<file path="config.mk">
export PLATFORM = sky130hd
export DESIGN_NAME = quicksort_first_pivot
export DESIGN_NICKNAME = d
export VERILOG_FILES = /design/src/sv/qfp_pkg.sv /design/src/sv/qfp_ctrl.sv /design/src/sv/qfp_dp.sv /design/src/sv/quicksort_first_pivot.sv
export VERILOG_INCLUDE_DIRS = /design/src /design/src/sv
export SDC_FILE = /design/constraint.sdc
export NUM_CORES = 2
export LEC_CHECK = 0
export BUFFER_PORTS_ARGS = -buffer_cell sky130_fd_sc_hd__buf_2
export CORE_MARGIN = 5
export CORE_UTILIZATION = 50
export DETAILED_ROUTE_END_ITERATION = 12
export GPL_ROUTABILITY_DRIVEN = 0
export PLACE_DENSITY = 0.65
export SYNTH_ARGS = -nofsm -noshare
export SYNTH_HDL_FRONTEND = slang
export SYNTH_HIERARCHICAL = 1
export SYNTH_SLANG_ARGS = --single-unit
</file>
<file path="constraint.sdc">
create_clock -name clk_i -period 16.4 [get_ports clk_i]
set_input_delay 3.28 -clock clk_i [delete_from_list [all_inputs] [get_ports clk_i]]
set_output_delay 3.28 -clock clk_i [all_outputs]
set_load 0.005 [all_outputs]
</file>
<file path="src/sv/quicksort_first_pivot_macros.svh">
// Assertion macros for the quicksort block.
// Used by quicksort_first_pivot and qfp_dp; needs clk_i and rst_ni in scope.
`ifndef QUICKSORT_FIRST_PIVOT_MACROS_SVH
`define QUICKSORT_FIRST_PIVOT_MACROS_SVH

// Same-cycle implication, disabled while in reset.
`define QFP_ASSERT_IMPL(lbl, ante, cons, msg) \
  lbl: assert property (@(posedge clk_i) disable iff (!rst_ni) (ante) |-> (cons)) \
    else $error(msg);

// Next-cycle implication, disabled while in reset.
`define QFP_ASSERT_NEXT(lbl, ante, cons, msg) \
  lbl: assert property (@(posedge clk_i) disable iff (!rst_ni) (ante) |=> (cons)) \
    else $error(msg);

`endif

</file>
<file path="src/sv/qfp_pkg.sv">
// Shared types and constants of the quicksort block.
// No dependencies; used by qfp_ctrl, qfp_dp and quicksort_first_pivot.
package qfp_pkg;

  localparam int QFP_DEPTH = 64;
  localparam int QFP_WIDTH = 32;
  localparam int QFP_VAL_W = 32;

  typedef struct packed {
    logic signed [QFP_VAL_W-1:0] value;
    logic                        is_last;
  } qfp_in_t;

  typedef struct packed {
    logic signed [QFP_VAL_W-1:0] sorted_value;
    logic                        end_of_run;
    logic                        overflow;
  } qfp_out_t;

  // Datapath commands, one per cycle.
  typedef enum logic [4:0] {
    OP_NOP,
    OP_LOAD,
    OP_INIT,
    OP_POP,
    OP_RANGE,
    OP_PIV_RD,
    OP_PIV_CAP,
    OP_L_RD,
    OP_L_INC,
    OP_TMP_CAP,
    OP_R_RD,
    OP_R_DEC,
    OP_SWAP1,
    OP_SWAP2,
    OP_FIN1,
    OP_FIN2,
    OP_PUSH_HI,
    OP_PUSH_LO,
    OP_EMIT_RD,
    OP_EMIT
  } qfp_op_e;

  typedef enum logic [3:0] {
    ST_LOAD,
    ST_INIT,
    ST_POP,
    ST_POPW,
    ST_PRD,
    ST_PIV,
    ST_LRD,
    ST_LCHK,
    ST_RRD,
    ST_RCHK,
    ST_SWAP2,
    ST_FIN2,
    ST_PUSHA,
    ST_PUSHB,
    ST_ERD,
    ST_EOUT
  } qfp_state_e;

  // Datapath status back to the controller.
  typedef struct packed {
    logic sp_zero;    // range stack empty
    logic l_cont;     // left scan goes on
    logic r_cont;     // right scan goes on
    logic l_lt_r;     // pointers have not met
    logic emit_last;  // emitting the final stored word
  } qfp_status_t;

endpackage

</file>
<file path="src/sv/qfp_ctrl.sv">
// Sequencer of the quicksort block: load, partition loop, range stack, emit.
// Depends on qfp_pkg; drives qfp_dp through one command per cycle.
module qfp_ctrl import qfp_pkg::*; (
  input  logic        clk_i,
  input  logic        rst_ni,
  input  logic        start_i,
  input  logic        last_i,
  input  qfp_status_t status_i,
  output qfp_op_e     op_o,
  output logic        busy_o
);

  qfp_state_e state_q, state_d;

  always_ff @(posedge clk_i or negedge rst_ni) begin
    if (!rst_ni) begin
      state_q <= ST_LOAD;
    end else begin
      state_q <= state_d;
    end
  end

  always_comb begin
    state_d = state_q;
    op_o    = OP_NOP;
    busy_o  = 1'b1;
    case (state_q)
      ST_LOAD: begin
        busy_o = 1'b0;
        if (start_i) begin
          op_o = OP_LOAD;
          if (last_i) state_d = ST_INIT;
        end
      end
      ST_INIT: begin
        op_o    = OP_INIT;
        state_d = ST_POP;
      end
      ST_POP: begin
        if (status_i.sp_zero) begin
          state_d = ST_ERD;
        end else begin
          op_o    = OP_POP;
          state_d = ST_POPW;
        end
      end
      ST_POPW: begin
        op_o    = OP_RANGE;
        state_d = ST_PRD;
      end
      ST_PRD: begin
        op_o    = OP_PIV_RD;
        state_d = ST_PIV;
      end
      ST_PIV: begin
        op_o    = OP_PIV_CAP;
        state_d = ST_LRD;
      end
      ST_LRD: begin
        op_o    = OP_L_RD;
        state_d = ST_LCHK;
      end
      ST_LCHK: begin
        if (status_i.l_cont) begin
          op_o    = OP_L_INC;
          state_d = ST_LRD;
        end else begin
          op_o    = OP_TMP_CAP;
          state_d = ST_RRD;
        end
      end
      ST_RRD: begin
        op_o    = OP_R_RD;
        state_d = ST_RCHK;
      end
      ST_RCHK: begin
        if (status_i.r_cont) begin
          op_o    = OP_R_DEC;
          state_d = ST_RRD;
        end else if (status_i.l_lt_r) begin
          op_o    = OP_SWAP1;
          state_d = ST_SWAP2;
        end else begin
          op_o    = OP_FIN1;
          state_d = ST_FIN2;
        end
      end
      ST_SWAP2: begin
        op_o    = OP_SWAP2;
        state_d = ST_LRD;
      end
      ST_FIN2: begin
        op_o    = OP_FIN2;
        state_d = ST_PUSHA;
      end
      ST_PUSHA: begin
        op_o    = OP_PUSH_HI;
        state_d = ST_PUSHB;
      end
      ST_PUSHB: begin
        op_o    = OP_PUSH_LO;
        state_d = ST_POP;
      end
      ST_ERD: begin
        op_o    = OP_EMIT_RD;
        state_d = ST_EOUT;
      end
      ST_EOUT: begin
        op_o    = OP_EMIT;
        state_d = status_i.emit_last ? ST_LOAD : ST_ERD;
      end
      default: begin
        state_d = ST_LOAD;
      end
    endcase
  end

endmodule

</file>
<file path="src/sv/qfp_dp.sv">
// Datapath of the quicksort block: element memory, range stack, pointers.
// Depends on qfp_pkg and quicksort_first_pivot_macros.svh; commanded by qfp_ctrl.
`include "quicksort_first_pivot_macros.svh"

module qfp_dp import qfp_pkg::*; #(
  parameter int DEPTH = QFP_DEPTH,
  parameter int WIDTH = QFP_WIDTH
) (
  input  logic        clk_i,
  input  logic        rst_ni,
  input  qfp_op_e     op_i,
  input  qfp_in_t     in_word_i,
  output qfp_status_t status_o,
  output logic        out_valid_o,
  output qfp_out_t    out_word_o
);

  localparam int AW = $clog2(DEPTH);
  localparam int CW = $clog2(DEPTH + 1);

  logic [WIDTH-1:0] mem_q [DEPTH];
  logic [2*AW-1:0]  stk_q [DEPTH];

  logic [WIDTH-1:0] rd_q, pivot_q, pivot_d, tmp_q, tmp_d;
  logic [2*AW-1:0]  stk_rd_q;
  logic [CW-1:0]    count_q, count_d, sp_q, sp_d, sp_m1, cnt_m1;
  logic             ovf_q, ovf_d;
  logic [AW-1:0]    k_q, k_d, lo_q, lo_d, hi_q, hi_d, l_q, l_d, r_q, r_d;

  logic             mem_we, mem_re, stk_we, stk_re;
  logic [AW-1:0]    mem_wa, mem_ra, stk_wa;
  logic [WIDTH-1:0] mem_wd;
  logic [2*AW-1:0]  stk_wd;
  logic             sp_room, push_hi_ok, push_lo_ok, rd_le_piv;

  assign sp_m1      = sp_q - CW'(1);
  assign cnt_m1     = count_q - CW'(1);
  assign sp_room    = sp_q < CW'(DEPTH);
  assign rd_le_piv  = $signed(rd_q) <= $signed(pivot_q);
  assign push_hi_ok = sp_room && ((CW'(r_q) + CW'(1)) < CW'(hi_q));
  assign push_lo_ok = sp_room && ((CW'(lo_q) + CW'(1)) < CW'(r_q));

  assign status_o.sp_zero   = (sp_q == '0);
  assign status_o.l_cont    = (l_q < hi_q) && rd_le_piv;
  assign status_o.r_cont    = (r_q > lo_q) && !rd_le_piv;
  assign status_o.l_lt_r    = (l_q < r_q);
  assign status_o.emit_last = ((CW'(k_q) + CW'(1)) == count_q);

  assign out_valid_o             = (op_i == OP_EMIT);
  assign out_word_o.sorted_value = QFP_VAL_W'(rd_q);
  assign out_word_o.end_of_run   = status_o.emit_last;
  assign out_word_o.overflow     = ovf_q;

  always_comb begin
    count_d = count_q;
    ovf_d   = ovf_q;
    sp_d    = sp_q;
    k_d     = k_q;
    lo_d    = lo_q;
    hi_d    = hi_q;
    l_d     = l_q;
    r_d     = r_q;
    pivot_d = pivot_q;
    tmp_d   = tmp_q;
    mem_we  = 1'b0;
    mem_wa  = l_q;
    mem_wd  = rd_q;
    mem_re  = 1'b0;
    mem_ra  = l_q;
    stk_we  = 1'b0;
    stk_wa  = sp_q[AW-1:0];
    stk_wd  = {lo_q, hi_q};
    stk_re  = 1'b0;
    case (op_i)
      OP_LOAD: begin
        if (sp_room && (count_q < CW'(DEPTH))) begin
          mem_we  = 1'b1;
          mem_wa  = count_q[AW-1:0];
          mem_wd  = WIDTH'(in_word_i.value);
          count_d = count_q + CW'(1);
        end else if (count_q >= CW'(DEPTH)) begin
          ovf_d = 1'b1;
        end
      end
      OP_INIT: begin
        sp_d = '0;
        k_d  = '0;
        if (count_q >= CW'(2)) begin
          stk_we = 1'b1;
          stk_wa = '0;
          stk_wd = {AW'(0), cnt_m1[AW-1:0]};
          sp_d   = CW'(1);
        end
      end
      OP_POP: begin
        stk_re = 1'b1;
        sp_d   = sp_m1;
      end
      OP_RANGE: begin
        lo_d = stk_rd_q[2*AW-1:AW];
        hi_d = stk_rd_q[AW-1:0];
      end
      OP_PIV_RD: begin
        mem_re = 1'b1;
        mem_ra = lo_q;
      end
      OP_PIV_CAP: begin
        pivot_d = rd_q;
        l_d     = lo_q;
        r_d     = hi_q;
      end
      OP_L_RD: begin
        mem_re = 1'b1;
        mem_ra = l_q;
      end
      OP_L_INC: l_d = l_q + AW'(1);
      OP_TMP_CAP: tmp_d = rd_q;
      OP_R_RD: begin
        mem_re = 1'b1;
        mem_ra = r_q;
      end
      OP_R_DEC: r_d = r_q - AW'(1);
      OP_SWAP1: begin
        mem_we = 1'b1;
        mem_wa = l_q;
        mem_wd = rd_q;
      end
      OP_SWAP2: begin
        mem_we = 1'b1;
        mem_wa = r_q;
        mem_wd = tmp_q;
      end
      OP_FIN1: begin
        mem_we = 1'b1;
        mem_wa = lo_q;
        mem_wd = rd_q;
      end
      OP_FIN2: begin
        mem_we = 1'b1;
        mem_wa = r_q;
        mem_wd = pivot_q;
      end
      OP_PUSH_HI: begin
        if (push_hi_ok) begin
          stk_we = 1'b1;
          stk_wd = {r_q + AW'(1), hi_q};
          sp_d   = sp_q + CW'(1);
        end
      end
      OP_PUSH_LO: begin
        if (push_lo_ok) begin
          stk_we = 1'b1;
          stk_wd = {lo_q, r_q - AW'(1)};
          sp_d   = sp_q + CW'(1);
        end
      end
      OP_EMIT_RD: begin
        mem_re = 1'b1;
        mem_ra = k_q;
      end
      OP_EMIT: begin
        k_d = k_q + AW'(1);
        if (status_o.emit_last) begin
          count_d = '0;
          ovf_d   = 1'b0;
        end
      end
      default: ;
    endcase
  end

  // Element memory: one write port, one registered read port.
  always_ff @(posedge clk_i) begin
    if (mem_we) mem_q[mem_wa] <= mem_wd;
    if (mem_re) rd_q <= mem_q[mem_ra];
  end

  // Range stack memory.
  always_ff @(posedge clk_i) begin
    if (stk_we) stk_q[stk_wa] <= stk_wd;
    if (stk_re) stk_rd_q <= stk_q[sp_m1[AW-1:0]];
  end

  always_ff @(posedge clk_i or negedge rst_ni) begin
    if (!rst_ni) begin
      count_q <= '0;
      ovf_q   <= 1'b0;
      sp_q    <= '0;
      k_q     <= '0;
    end else begin
      count_q <= count_d;
      ovf_q   <= ovf_d;
      sp_q    <= sp_d;
      k_q     <= k_d;
    end
  end

  always_ff @(posedge clk_i) begin
    lo_q    <= lo_d;
    hi_q    <= hi_d;
    l_q     <= l_d;
    r_q     <= r_d;
    pivot_q <= pivot_d;
    tmp_q   <= tmp_d;
  end

  `QFP_ASSERT_IMPL(a_l_in_range, op_i == OP_L_RD, l_q <= hi_q, "left pointer past range")
  `QFP_ASSERT_IMPL(a_r_in_range, op_i == OP_R_RD, r_q >= lo_q, "right pointer below range")

endmodule

</file>
<file path="src/sv/quicksort_first_pivot.sv">
// Top level of the quicksort block (first element of each range as pivot).
// Depends on qfp_pkg, qfp_ctrl, qfp_dp and quicksort_first_pivot_macros.svh.
//
// Load words one per cycle with start while busy is low; the word marked
// is_last is stored too and starts the sort. Up to DEPTH words are kept;
// further words (a marked one included) are dropped and every result of that
// run carries overflow. The sort runs in place in an element memory with one
// write port and one read port: each partition fetches the range and the
// pivot, lets each pointer read words in turn, swaps where needed, places the
// pivot and pushes each sub-range of more than one word while the range stack
// has room. Then the sorted words come out ascending, each on out_word_o for
// exactly one cycle with out_valid_o high; the last carries end_of_run. The
// receiver cannot stall: results must be taken as they come. busy goes high
// once the marked word is taken and stays high until the cycle after the last
// result. No clearing pass after reset.
`include "quicksort_first_pivot_macros.svh"

module quicksort_first_pivot import qfp_pkg::*; #(
  parameter int DEPTH = QFP_DEPTH,
  parameter int WIDTH = QFP_WIDTH
) (
  input  logic     clk_i,
  input  logic     rst_ni,
  input  logic     start,
  input  qfp_in_t  in_word_i,
  output logic     busy,
  output logic     out_valid_o,
  output qfp_out_t out_word_o
);

  qfp_op_e     op;
  qfp_status_t status;

  // Sequencer: owns the state and issues one datapath command per cycle.
  qfp_ctrl u_ctrl (
    .clk_i    (clk_i),
    .rst_ni   (rst_ni),
    .start_i  (start),
    .last_i   (in_word_i.is_last),
    .status_i (status),
    .op_o     (op),
    .busy_o   (busy)
  );

  // Datapath: element memory, range stack, scan pointers and result word.
  qfp_dp #(
    .DEPTH (DEPTH),
    .WIDTH (WIDTH)
  ) u_dp (
    .clk_i       (clk_i),
    .rst_ni      (rst_ni),
    .op_i        (op),
    .in_word_i   (in_word_i),
    .status_o    (status),
    .out_valid_o (out_valid_o),
    .out_word_o  (out_word_o)
  );

  // Results only appear while a run is in progress.
  `QFP_ASSERT_IMPL(a_out_while_busy, out_valid_o, busy, "result word while idle")
  // A marked word always starts a run.
  `QFP_ASSERT_NEXT(a_last_starts_run, start && !busy && in_word_i.is_last, busy, "no run after last word")
  // The final result releases the block.
  `QFP_ASSERT_NEXT(a_end_releases, out_valid_o && out_word_o.end_of_run, !busy, "busy after end of run")

endmodule
</file>
## Yosys cells after proc, flatten, opt, wreduce, memory -nomap -nowiden

Memory sizes are Yosys's and may differ from the RTL's. A register that Yosys moved wholly into a read port is not among the register bits.
Cells that the tools add are included.

- Output and inout port bits: 36
- Register bits: 113
- Memory bits (writable): 2,816
- Logic and storage cells: 151
- Bits of input ports: 36
- Memories kept: 2

- Reduce and logical (&&, ||, !) cells: 22
- Equal/unequal tests: 43
- Magnitude comparators: 10
- Mux-type cells: 52
- $add $sub $neg: 11

Memory list:

| memory | depth | bits a word | rd ports | clocked after memory_dff | wr ports | line | RTL |
|---|---|---|---|---|---|---|---|
| u_dp.mem_q | 64 | 32 | 1 | 1 | 1 | qfp_dp.sv:21 | `logic [WIDTH-1:0] mem_q [DEPTH];` |
| u_dp.stk_q | 64 | 12 | 1 | 1 | 1 | qfp_dp.sv:22 | `logic [2*AW-1:0] stk_q [DEPTH];` |

Operators with widths:

| kind | count |
|---|---|
| $pmux 32 s3 | 1 |
| $pmux 5 s16 | 1 |
| $pmux 4 s14 | 1 |
| $eq 5x4->1 const B | 8 |
| $pmux 12 s3 | 1 |
| $pmux 6 s2 | 3 |
| $pmux 6 s3 | 2 |
| $eq 4x4->1 const B | 8 |
| $le 32x32->1 | 1 |
| $mux 32 | 1 |
| $mux 7 | 4 |
| $pmux 7 s4 | 1 |
| $mux 12 | 2 |
| $mux 4 | 6 |
| $mux 6 | 4 |
| $add 6x1->7 const B | 3 |
| $eq 5x3->1 const B | 4 |
| $eq 5x5->1 const B | 4 |
| $add 6x1->6 const B | 3 |
| $mux 1 | 18 |
| $eq 4x3->1 const B | 4 |
| $add 7x1->7 const B | 2 |
| $lt 7x6->1 | 2 |
| $lt 7x7->1 const B | 2 |
| 29 further kinds | 52 |

## Longest topological paths before layout

- Depth after elaboration: 10
- Mapped depth: 31
- Depth with buffers taken out: 24

## Cells and area by module

The synthesis kept the hierarchy.

By module, submodules not included:

| module | sequential area each (sq um) | cells an instance | area an instance (sq um) | instances |
|---|---|---|---|---|
| qfp_dp | 89,050.4 | 7,623 | 118,050.7 | 1 |
| qfp_ctrl | 100.1 | 61 | 441.7 | 1 |

## Worst setup path after synthesis

OpenSTA, ideal clock, no wires.

- Path type: in2reg
- From: input port start
- To: memory u_dp/stk_q[0][10] in the netlist's numbering (data pin)
- Buffers on the path: 2
- Data arrival time: 7.158 ns
- Required time: 15.679 ns
- Stages on the path: 7
- Slack: 8.521 ns
- Library setup time: 0.721 ns
- Path through: nor2_1 -> a21oi_1 -> clkbuf_1 -> nor2_1 -> o311a_1 -> clkbuf_1 -> o31ai_1

- Longest elaborated chain between the ends: 4
- Elaborated cells on any way between the ends: 6
- Classes of those cells: eq/ne (3); mux (3)

Ends and longest elaborated chain:

| element | line | RTL |
|---|---|---|
| start: declaration | quicksort_first_pivot.sv:24 | `input logic start,` |
| $mux 1 (*) | qfp_ctrl.sv:30 | `if (start_i) begin` |
| $pmux 5 s16 (*) | qfp_ctrl.sv:27 | `case (state_q)` |
| via op[0] | quicksort_first_pivot.sv:31 | `qfp_op_e op;` |
| $eq 5x5->1 / $eq 5x2->1 (equally long branches) | qfp_dp.sv:74 | `case (op_i)` |
| $pmux 12 s3 (*) | qfp_dp.sv:74 |  |
| via u_dp.stk_wd[10] | qfp_dp.sv:33 | `logic [2*AW-1:0] stk_wd;` |
| end: declaration | qfp_dp.sv:22 |  |

Mark *: on every way through the listed nets, which the timed path passes. The rest lies on a longest branch.

==> qor.txt <==
Status - completed
1st-pass router iterations - 9
Gr usage total - 0.262
DR iter-0 viols - 9292
Post-CTS Setup Bufs - 0
Clk buf depth - 4
Largest area contributor in the netlist - edfxtp_1
Hold/Removal Path Class - flip-flop to flip-flop
Routed WL - 331000 um
Latest clock arrival within the worst-skew pair - 0.96 ns
Hold Buf Count CTS - 0
Hold_sp - u_dp/stk_rd_q[7]
Vias in the first global route - 66800
Largest net degree at the start of global routing - 166
Clock root buffer - clkbuf_16
Mapped Area - 0.118 mm2
Placed inst area - 0.123 mm2
Via count - 69900
# rows - 178
Post-DP HPWL - 189000 um
Number of setup violations in the final report - 0
Post-Synthesis Cells - 7684
Path depth of the worst reg2reg path - 22
CTS tree - built
Post-CTS sizing - 0
Relative slew slack - 0.0314
Worst R2R Start - u_dp/rd_q[2]
Critical path endpoint category - flip-flop
Total grt overflow - 0
Worst hold stages - 0
Top cell type's share of synthesized area - 0.747
Yosys reg bits - 2973
Die area - 0.247 mm2
Final #Nets - 7943
Slew @ Worst Pin - 1.45 ns
Max Slew Vio Count - 0
Req. time, crit path - 16.98 ns
Max Fclk - 104 MHz
Hold Path End - u_dp/lo_q[1]
Area of the multi-input gates - 0.0280 mm2
DRC - 0
Min setup slack post-route - 6.75 ns
Boundary Pins - 72
Final Hold Viols - 0
Post-synthesis average cell area - 15.4 um2
Max FO, Critical Path - 52
Max-cap violations - 0
RSZ-0062 raised after global routing - false
Clock slew at reported path FFs - 0.06 ns
CP startpoint kind - flip-flop
# clock sinks - 2973
Htree depth - 5
IO Port Bufs - 71
Most numerous cell in the Yosys netlist - edfxtp_1
Drt wl/cell - 29.5 um
Worst clock skew - 0.0821 ns
Ys flop type - edfxtp_1
Area growth syn-to-layout - 12.3%
Ys Warns - 6
First-pass GRT wire length - 477000 um
Post-synth EDFFs - 2948
Post-Layout Inst Area - 0.133 mm2
Period utilization - 0.588
WS Path Type - flip-flop to flip-flop
Reg2reg end - u_dp/mem_q[38][23]
Total Negative Setup Slacks - 0 ns
Largest cells by area after synthesis - edfxtp_1 (75%), nand2_1 (5.6%), mux4_2 (4.8%), mux2i_1 (2.1%), nand3_1 (1.5%)
Share of layout cells above drive strength 1 - 0.141
Synth unique cells - 79
Initial antenna violation count - 14
Die Ht - 497 um
Final antenna-violating net count - 0
Cts bufs inserted - 314
Post-route minimum period - 9.65 ns
Asr flop ratio synth - 0.00841
CP arrival - 10.22 ns
Synth cell count leaders - edfxtp_1 (2948), nand2_1 (1760), nand3_1 (361)
CORE AREA - 0.236 mm2
Syn Nets - 7788
Vias per cell - 6.23
Dpl ws - 7.16 ns
Starting density of the core - 0.503
Fillers - 18100
Register area share after synthesis - 0.752
Die Width - 497 um
Reg2Reg Setup Slack - 6.75 ns
Reg area - 0.0892 mm2
==> worst max-delay path: stages, from the launching register on <==
cell	delay (ns)
edfxtp_1	0.64
ha_1	0.43
o21a_1	0.12
o21a_1	0.15
o21ai_0	0.56
a21oi_1	0.18
o41ai_1	0.38
a21oi_1	0.11
o21a_1	0.27
o221a_2	0.18
nor2b_1	0.19
and2_0	0.16
o31ai_1	0.07
a221o_1	0.56
nor3_1	0.45
nand2_1	0.13
nor3_2	0.13
buf_4	0.62
nor2_1	0.35
a222oi_1	1.18
nand3_1	1.03
nor2_4	0.85
buf_4	0.51
==> cell families (layout without fill, tap and decap cells) <==
group	after synthesis	count (layout)	synth area share
DFF	2973	2973	0.752
and+or+nand+nor	2651	2651	0.0961
AOI/OAI and AO/OA	931	931	0.0530
buffers and inverters	523	896	0.0197
muxes	499	499	0.0688
adders and majority gates	68	68	0.00718
xor gates and xnor gates	39	39	0.00288
other	0	1	0
==> area by class of cell <==
type	instances	area share
Multi-Input combinational cell	4188	0.210
Inverter	60	0.00169
Tap cell	3150	0.0296
Antenna cell	1	0.0000188
Timing Repair Buffer	302	0.0162
Clock inverter	149	0.0108
Clock buffer	385	0.0618
Sequential cell	2973	0.670
==> worst max path at each step <==
stage          cells past startpoint          start  slack (ns)                  to
2_1_floorplan                      7          start        8.52   u_dp/stk_q[0][10]
3_3_place_gp                      23   u_dp/rd_q[9]        7.31       u_dp/rd_q[21]
3_5_place_dp                      22   u_dp/rd_q[2]        7.16  u_dp/mem_q[38][28]
4_1_cts                           17  u_dp/rd_q[10]        7.10         out_valid_o
5_1_grt                           22   u_dp/rd_q[9]        6.47  u_dp/mem_q[38][23]
6_report                          22   u_dp/rd_q[2]        6.75  u_dp/mem_q[38][23]
==> layer usage <==
metal,vias up,part of all wire,track usage,wire length [um]
met2,3898,0.47,0.413,156000
met5,-,0.000072,0,24
met4,4,0.055,0.123,18100
met3,758,0.098,0.0477,32500
met1,35500,0.38,0.358,125000
li1,29700,-,-,-
==> flip-flops by register name (all words and copies together), names as in the netlist <==
signal          cells
u_dp/stk_q        768
u_dp/k_q            6
u_dp/pivot_q       32
u_dp/stk_rd_q      12
u_dp/count_q        7
u_dp/lo_q           6
u_ctrl/state_q      4
u_dp/rd_q          32
u_dp/ovf_q          1
u_dp/hi_q           6
u_dp/l_q            6
u_dp/r_q            6
u_dp/tmp_q         32
u_dp/sp_q           7
u_dp/mem_q       2048
==> metrics by stage <==
| step | instances | util | hold WS, ns |
|---|---|---|---|
| 3_3_place_gp | 10700 | 0.524 | 0.406 |
| 5_1_grt | 11200 | 0.565 | 0.429 |
| 6_report | 11200 | 0.565 | 0.424 |
| 2_1_floorplan | 7684 | - | 0.400 |
| 3_5_place_dp | 10700 | 0.524 | 0.405 |
| 4_1_cts | 11200 | 0.565 | 0.422 |
==> cells in the final DEF (no fill, tap or decap), drive strengths merged, types with 114 or more instances in the layout <==
master,count
a21oi,239
a31oi,232
buf,302
clkbuf,385
clkinv,114
edfxtp,2948
mux2i,243
mux4,252
nand2,1760
nand3,361
nor2,217
Power is left out: the tool's default activity adds up to more than one toggle a clock period on the data nets, which glitch-free logic cannot reach.
